==> src/rtl/epu_pkg.sv <==
`timescale 1ns / 1ps
`default_nettype none

package epu_pkg;

	// fixed-point constants, Q16.16 degrees unless noted
	localparam int VECTOR_FRAC_BITS_DEF = 14;
	localparam int CORDIC_STEPS         = 16;
	localparam int CORDIC_IW            = $clog2(CORDIC_STEPS);
	localparam int CORDIC_XW            = 34;   // Q30 with headroom
	localparam int ANGLE_W              = 27;
	localparam int MUL_W                = 32;

	localparam logic signed [CORDIC_XW-1:0] CORDIC_GAIN = 34'sd652032874;
	localparam logic signed [ANGLE_W-1:0]   DEG_90      = 27'sd5898240;
	localparam logic signed [ANGLE_W-1:0]   DEG_180     = 27'sd11796480;
	localparam logic signed [ANGLE_W-1:0]   DEG_360     = 27'sd23592960;
	localparam logic signed [63:0]          PITCH_LIMIT = 64'sd5891686;
	localparam logic signed [63:0]          YAW_LIMIT   = 64'sd23586406;

	localparam logic [15:0] SPEED_RST = 16'd256;
	localparam logic [15:0] SENS_RST  = 16'd6554;

	localparam logic signed [ANGLE_W-1:0] ATAN_TAB [CORDIC_STEPS] = '{
		27'sd2949120, 27'sd1740967, 27'sd919879, 27'sd466945,
		27'sd234379,  27'sd117304,  27'sd58666,  27'sd29335,
		27'sd14668,   27'sd7334,    27'sd3667,   27'sd1833,
		27'sd917,     27'sd458,     27'sd229,    27'sd115
	};

	typedef enum logic [2:0] {
		KIND_MOVE   = 3'd0,
		KIND_LOOK   = 3'd1,
		KIND_POSE   = 3'd2,
		KIND_POS    = 3'd3,
		KIND_INVERT = 3'd4
	} kind_t;

	typedef enum logic [2:0] {
		DIR_FWD   = 3'd0,
		DIR_BACK  = 3'd1,
		DIR_LEFT  = 3'd2,
		DIR_RIGHT = 3'd3,
		DIR_UP    = 3'd4,
		DIR_DOWN  = 3'd5
	} dir_t;

	typedef enum logic {
		REG_SPEED = 1'b0,
		REG_SENS  = 1'b1
	} reg_idx_t;

	typedef enum logic [4:0] {
		ST_IDLE,
		ST_MV_VEL,
		ST_MV_LD,
		ST_MV_MUL,
		ST_MV_ACC,
		ST_LK_X,
		ST_LK_Y,
		ST_LK_P,
		ST_CR_YAW,
		ST_CR_YAW_W,
		ST_CR_PIT,
		ST_CR_PIT_W,
		ST_VP0,
		ST_VP1,
		ST_VP2,
		ST_VP3,
		ST_VP4,
		ST_DONE
	} state_t;

	typedef enum logic [1:0] {
		CPH_IDLE,
		CPH_FOLD,
		CPH_ITER,
		CPH_OUT
	} cph_t;

	// request/response between the sequencer and the CORDIC
	typedef struct packed {
		logic                       start;
		logic signed [ANGLE_W-1:0]  angle;
	} cordic_req_t;

	typedef struct packed {
		logic                       done;
		logic signed [MUL_W-1:0]    sn;
		logic signed [MUL_W-1:0]    cs;
	} cordic_rsp_t;

endpackage

`default_nettype wire

==> src/rtl/epu_mul.sv <==
`timescale 1ns / 1ps
`default_nettype none

module epu_mul (
	input  wire logic                               clk,
	input  wire logic signed [epu_pkg::MUL_W-1:0]   a,
	input  wire logic signed [epu_pkg::MUL_W-1:0]   b,
	output logic signed [2*epu_pkg::MUL_W-1:0]      p
);
	import epu_pkg::*;

	logic signed [2*MUL_W-1:0] p_q;

	always_ff @(posedge clk) begin
		p_q <= a * b;
	end

	assign p = p_q;

endmodule

`default_nettype wire

==> config.mk <==
export PLATFORM = sky130hd
export DESIGN_NAME = epu_mul
export DESIGN_NICKNAME = d
export VERILOG_FILES = /design/src/rtl/epu_pkg.sv /design/src/rtl/epu_mul.sv
export SDC_FILE = /design/constraint.sdc
export NUM_CORES = 2
export LEC_CHECK = 0
export ABC_AREA = 0
export BUFFER_PORTS_ARGS = -buffer_cell sky130_fd_sc_hd__buf_4
export CORE_UTILIZATION = 30
export DETAILED_ROUTE_END_ITERATION = 8
export PLACE_DENSITY = 0.49
export SLEW_MARGIN = 20
export SYNTH_ARGS = -nofsm -noshare
export SYNTH_HDL_FRONTEND = slang
export SYNTH_SLANG_ARGS = --single-unit
export TNS_END_PERCENT = 50
==> constraint.sdc <==
create_clock -name clk -period 16.5 [get_ports clk]
set_clock_uncertainty 0.05 [all_clocks]
set_input_delay 3.3 -clock clk [delete_from_list [all_inputs] [get_ports clk]]
set_output_delay 3.3 -clock clk [all_outputs]
set_load 0.1 [all_outputs]
Word level (Yosys, flattened, before mapping):

Cells that the tools add are included.

* multipliers: 1

Operators with widths (number)
* 32-bit by 32-bit multiplier with 64-bit output: 1

* output and inout port bits: 64
* bits of input ports: 65
* register bits after elaboration: 64
* word-level logic and storage cells: 2

Depth between registers and ports, before layout:

* depth in word-level cells: 1
* gate-level depth with buffers: 28
* depth with buffers taken out: 27

Worst setup path after synthesis:

No wires, ideal clock.

* path type: input -> register
* start: in b[2] (netlist name)
* end: reg p_q[62], in the netlist p[62]
* required time: 16378 ps
* data arrival time: 10489 ps
* cell stages on the path: 24
* buffers on the path: 1
* setup time: 72 ps
* slack: 5889 ps
* cell sequence: clkbuf_1 -> nand2_1 -> inv_1 -> fa_1 -> fa_1 -> fa_1 -> fa_1 -> inv_1 -> fa_1 -> inv_1 -> fa_1 -> inv_1 -> fa_1 -> inv_1 -> fa_1 -> ha_1 -> and3_1 -> nand2_1 -> or3_1 -> o22a_1 -> o211ai_1 -> a31oi_1 -> o31ai_1 -> xor2_1

* longest elaborated chain between the ends: 1

Ends and longest elaborated chain
* start, declared: RTL line epu_mul.sv:7 `input wire logic signed [epu_pkg::MUL_W-1:0] b,`
* 32-bit by 32-bit multiplier with 64-bit output: RTL line epu_mul.sv:15 `p_q <= a * b;`
* end signal, assigned: RTL line epu_mul.sv:15
* end, declared: RTL line epu_mul.sv:12 `logic signed [2*MUL_W-1:0] p_q;`

No other way between the ends.

Worst setup path in the final report:

* start: in a[31] (netlist name)
* end: reg p_q[62], in the netlist p[62]

* longest elaborated chain between the ends: 1

Ends and longest elaborated chain
* start, declared: RTL line epu_mul.sv:6 `input wire logic signed [epu_pkg::MUL_W-1:0] a,`
* 32-bit by 32-bit multiplier with 64-bit output: RTL line epu_mul.sv:15

No other way between the ends.

==> report_table.html <==
<table>
<tr><th>Metric</th><th>Value</th></tr>
<tr><th colspan="2">Synth</th></tr>
<tr><td>Most common cell in the netlist</td><td>fa_1</td></tr>
<tr><td>Top post-synthesis cells by count</td><td>1082 x fa_1, 952 x inv_1, 516 x and2_1, 511 x nand2_1, 195 x clkbuf_1</td></tr>
<tr><td>Post-Syn Area</td><td>0.0372 mm^2</td></tr>
<tr><td>Area share of the largest cell type after synthesis</td><td>58.2%</td></tr>
<tr><td>Distinct cell type count of the synthesized netlist</td><td>63</td></tr>
<tr><td>Dominant cell type by area after synthesis</td><td>fa_1</td></tr>
<tr><td>Mean Syn Cell Area</td><td>9.59 um^2</td></tr>
<tr><td>Sequential fraction of the synthesis area</td><td>3.44%</td></tr>
<tr><td>Yosys synthesis warning count</td><td>0</td></tr>
<tr><td>Leading cell types by total area after synthesis</td><td>fa_1 58%, inv_1 9.6%, and2_1 8.7%</td></tr>
<tr><td>Gate count after technology mapping</td><td>3884</td></tr>
<tr><td>Dominant synthesized flop cell</td><td>dfxtp_1</td></tr>
<tr><td>Async S/R FF share, synth</td><td>0%</td></tr>
<tr><td>Number of synthesized flops with an enable pin</td><td>0</td></tr>
<tr><td>Number of flip-flops and latches in the synthesized netlist</td><td>64</td></tr>
<tr><td>Post-synthesis net count</td><td>5215</td></tr>
<tr><th colspan="2">Routing</th></tr>
<tr><td>Detailed Routing Iterations Pass 1</td><td>5</td></tr>
<tr><td>WL/cell</td><td>19.8 um</td></tr>
<tr><td>DR DRC count</td><td>0</td></tr>
<tr><td>Number of violations reported at the end of detailed-routing iteration 0</td><td>1089</td></tr>
<tr><td>Final antenna-violating net count</td><td>0</td></tr>
<tr><td>Routed WL</td><td>108 mm</td></tr>
<tr><td>Vias per Instance</td><td>4.60</td></tr>
<tr><td>Vias after detailed routing</td><td>25100</td></tr>
<tr><th colspan="2">Setup path</th></tr>
<tr><td>Critical Path Source Type</td><td>input port</td></tr>
<tr><td>Worst Setup SP</td><td>a[31]</td></tr>
<tr><td>Maximum fanout count along the critical path</td><td>32</td></tr>
<tr><td>Category of the critical setup timing path</td><td>input port to flip-flop</td></tr>
<tr><td>Data required time at the worst endpoint</td><td>16820 ps</td></tr>
<tr><td>Data arrival time of the critical path</td><td>11760 ps</td></tr>
<tr><td>Endpoint kind of the worst setup timing path</td><td>flip-flop</td></tr>
<tr><th colspan="2">Die</th></tr>
<tr><td>Initial core utilization</td><td>30.4%</td></tr>
<tr><td>Width of the die</td><td>354 um</td></tr>
<tr><td>Overall die area</td><td>0.126 mm^2</td></tr>
<tr><td>Number of top-level design ports</td><td>129</td></tr>
<tr><td>Die Ht</td><td>354 um</td></tr>
<tr><td>Std-Cell Rows</td><td>128</td></tr>
<tr><td>Core area</td><td>0.123 mm^2</td></tr>
<tr><th colspan="2">Min path</th></tr>
<tr><td>Hold_sp</td><td>a[0]</td></tr>
<tr><td>Hold WC Path Type</td><td>input port to flip-flop</td></tr>
<tr><td>Endpoint of the worst hold path</td><td>p[0]$_DFF_P_</td></tr>
<tr><td>Hold path depth</td><td>2</td></tr>
<tr><th colspan="2">STA</th></tr>
<tr><td>Final Cycle Share</td><td>69.3%</td></tr>
<tr><td>Setup ws final</td><td>5060 ps</td></tr>
<tr><td>Final setup fails</td><td>0</td></tr>
<tr><td>Final hold vios</td><td>0</td></tr>
<tr><td>Fin. max-slew vios</td><td>0</td></tr>
<tr><td>Total Negative Setup Slacks</td><td>0 ps</td></tr>
<tr><td>Slew @ Worst Pin</td><td>1170 ps</td></tr>
<tr><td>Final hold slack</td><td>3320 ps</td></tr>
<tr><td>Timing-limited maximum frequency</td><td>0.0874 GHz</td></tr>
<tr><td>Slew margin rel.</td><td>22.1%</td></tr>
<tr><td>Min Clock Period, post-route</td><td>11440 ps</td></tr>
<tr><td>Setup repair after global routing missed its margin</td><td>no</td></tr>
<tr><th colspan="2">Clock network</th></tr>
<tr><td>Post-CTS setup-driven buffer insertion count</td><td>0</td></tr>
<tr><td>Number of instances resized during post-cts repair</td><td>0</td></tr>
<tr><td>CTS H-tree depth</td><td>3</td></tr>
<tr><td>Buffers from clock root to sink, at most</td><td>2</td></tr>
<tr><td>CTS tree</td><td>done</td></tr>
<tr><td>Root buf cell</td><td>clkbuf_16</td></tr>
<tr><td>Number of buffers inserted by hold repair at cts</td><td>0</td></tr>
<tr><td>Number of clock buffers inserted by TritonCTS</td><td>9</td></tr>
<tr><td>Clock slew at reported path FFs</td><td>70 ps</td></tr>
<tr><td>TritonCTS sink count</td><td>64</td></tr>
<tr><th colspan="2">Job</th></tr>
<tr><td>Max capacitance violation total</td><td>0</td></tr>
<tr><th colspan="2">Final layout</th></tr>
<tr><td>Synthesis-to-layout area growth</td><td>6.81%</td></tr>
<tr><td>Max reg flops</td><td>64</td></tr>
<tr><td>Ratio of cells with drive above 1 in the final layout</td><td>4.39%</td></tr>
<tr><td>Final layout net count</td><td>5158</td></tr>
<tr><th colspan="2">Place</th></tr>
<tr><td>Gpl congestion</td><td>0.810</td></tr>
<tr><td>Worst slack after detailed placement</td><td>4560 ps</td></tr>
<tr><td>Count of buffers inserted at the top-level ports</td><td>128</td></tr>
<tr><td>Final HPWL DP</td><td>86.3 mm</td></tr>
<tr><th colspan="2">Global route</th></tr>
<tr><td>Global-route wire length before repair</td><td>174 mm</td></tr>
<tr><td>Antenna violations before repair</td><td>7</td></tr>
<tr><td>Via count of the first global-routing pass</td><td>28700</td></tr>
<tr><td>Largest net degree at the start of global routing</td><td>33</td></tr>
<tr><td>Overall routing resource usage</td><td>18.4%</td></tr>
<tr><td>Gr ovfl total</td><td>0</td></tr>
<tr><th colspan="2">Run status</th></tr>
<tr><td>Result of the run</td><td>completed</td></tr>
</table>
routing by layer:
layer	GRT usage [%]	vias to the layer above	wire, um
met5	0	-	59
met4	4.88	10	2750
met3	2.35	108	3700
met2	32.0	465	55300
met1	23.9	13600	46200
li1	-	10900	-
cells by family (layout without fill, tap and decap cells):
logic type | Yosys count | in the layout | synth area share [%]
DFF | 64 | 64 | 3.44
other | 0 | 2 | 0
AOI/OAI and AO/OA | 193 | 193 | 3.46
xor gates and xnor gates | 75 | 75 | 1.76
adders and majority gates | 1266 | 1266 | 64.3
and+or+nand+nor | 1134 | 1134 | 15.4
buffers and inverters | 1152 | 1098 | 11.6
metrics by stage:
| step | cells | cell area (um^2) | util [%] |
|---|---|---|---|
| detailed placement | 5441 | 39500 | 32.2 |
| global route | 5455 | 39800 | 32.5 |
| CTS | 5455 | 39800 | 32.5 |
| floorplan | 3884 | 37200 | - |
| finish | 5457 | 39800 | 32.5 |
| global placement | 5441 | 39500 | 32.2 |
worst max-delay path, cell delays in order:
cell and delay (ps):
buf_4 380, nand2_1 220, inv_1 130, fa_1 390
inv_1 300, fa_1 480, inv_1 230, fa_1 500
fa_1 890, inv_1 430, fa_1 600, inv_1 60
fa_1 520, inv_1 50, fa_1 480, fa_1 520
inv_1 50, ha_1 350, and3_1 200, nand2_1 70
or3_1 380, o211ai_1 500, a31oi_1 230, o31ai_1 280
xor2_1 160
layout by cell type, fill, tap and decap left out, types with 28 or more instances in the layout:
| master | Yosys | final |
|---|---|---|
| xnor2_1 | 53 | 53 |
| o21ai_0 | 28 | 28 |
| inv_1 | 952 | 952 |
| fa_1 | 1082 | 1082 |
| nor2_1 | 42 | 42 |
| ha_1 | 184 | 184 |
| dfxtp_1 | 64 | 64 |
| a21oi_1 | 68 | 68 |
| nand2_1 | 511 | 511 |
| buf_4 | 0 | 132 |
| and2_1 | 516 | 516 |
final cells by class:
| type | instances | area, um^2 |
|---|---|---|
| clock buffers | 11 | 243 |
| flip-flops and latches | 64 | 1280 |
| diodes | 2 | 5.00 |
| well taps | 1625 | 2030 |
| repair buffers | 132 | 991 |
| multi-input cells | 2668 | 31600 |
| clock inverters | 3 | 20.0 |
| fillers | 12900 | 82700 |
| inverters | 952 | 3570 |
worst max path at each step:
| stage | to | slack, ps | depth (start not counted) |
|---|---|---|---|
| global route | p[62]$_DFF_P_ | 4510 | 25 |
| finish | p[62]$_DFF_P_ | 5060 | 25 |
| floorplan | p[62]$_DFF_P_ | 5890 | 24 |
| detailed placement | p[62]$_DFF_P_ | 4560 | 25 |
| global placement | p[62]$_DFF_P_ | 4570 | 25 |
| CTS | p[60]$_DFF_P_ | 4990 | 26 |
Power is not shown: default switching activity piles up to over one toggle a cycle in this logic, so the estimate is an artifact.
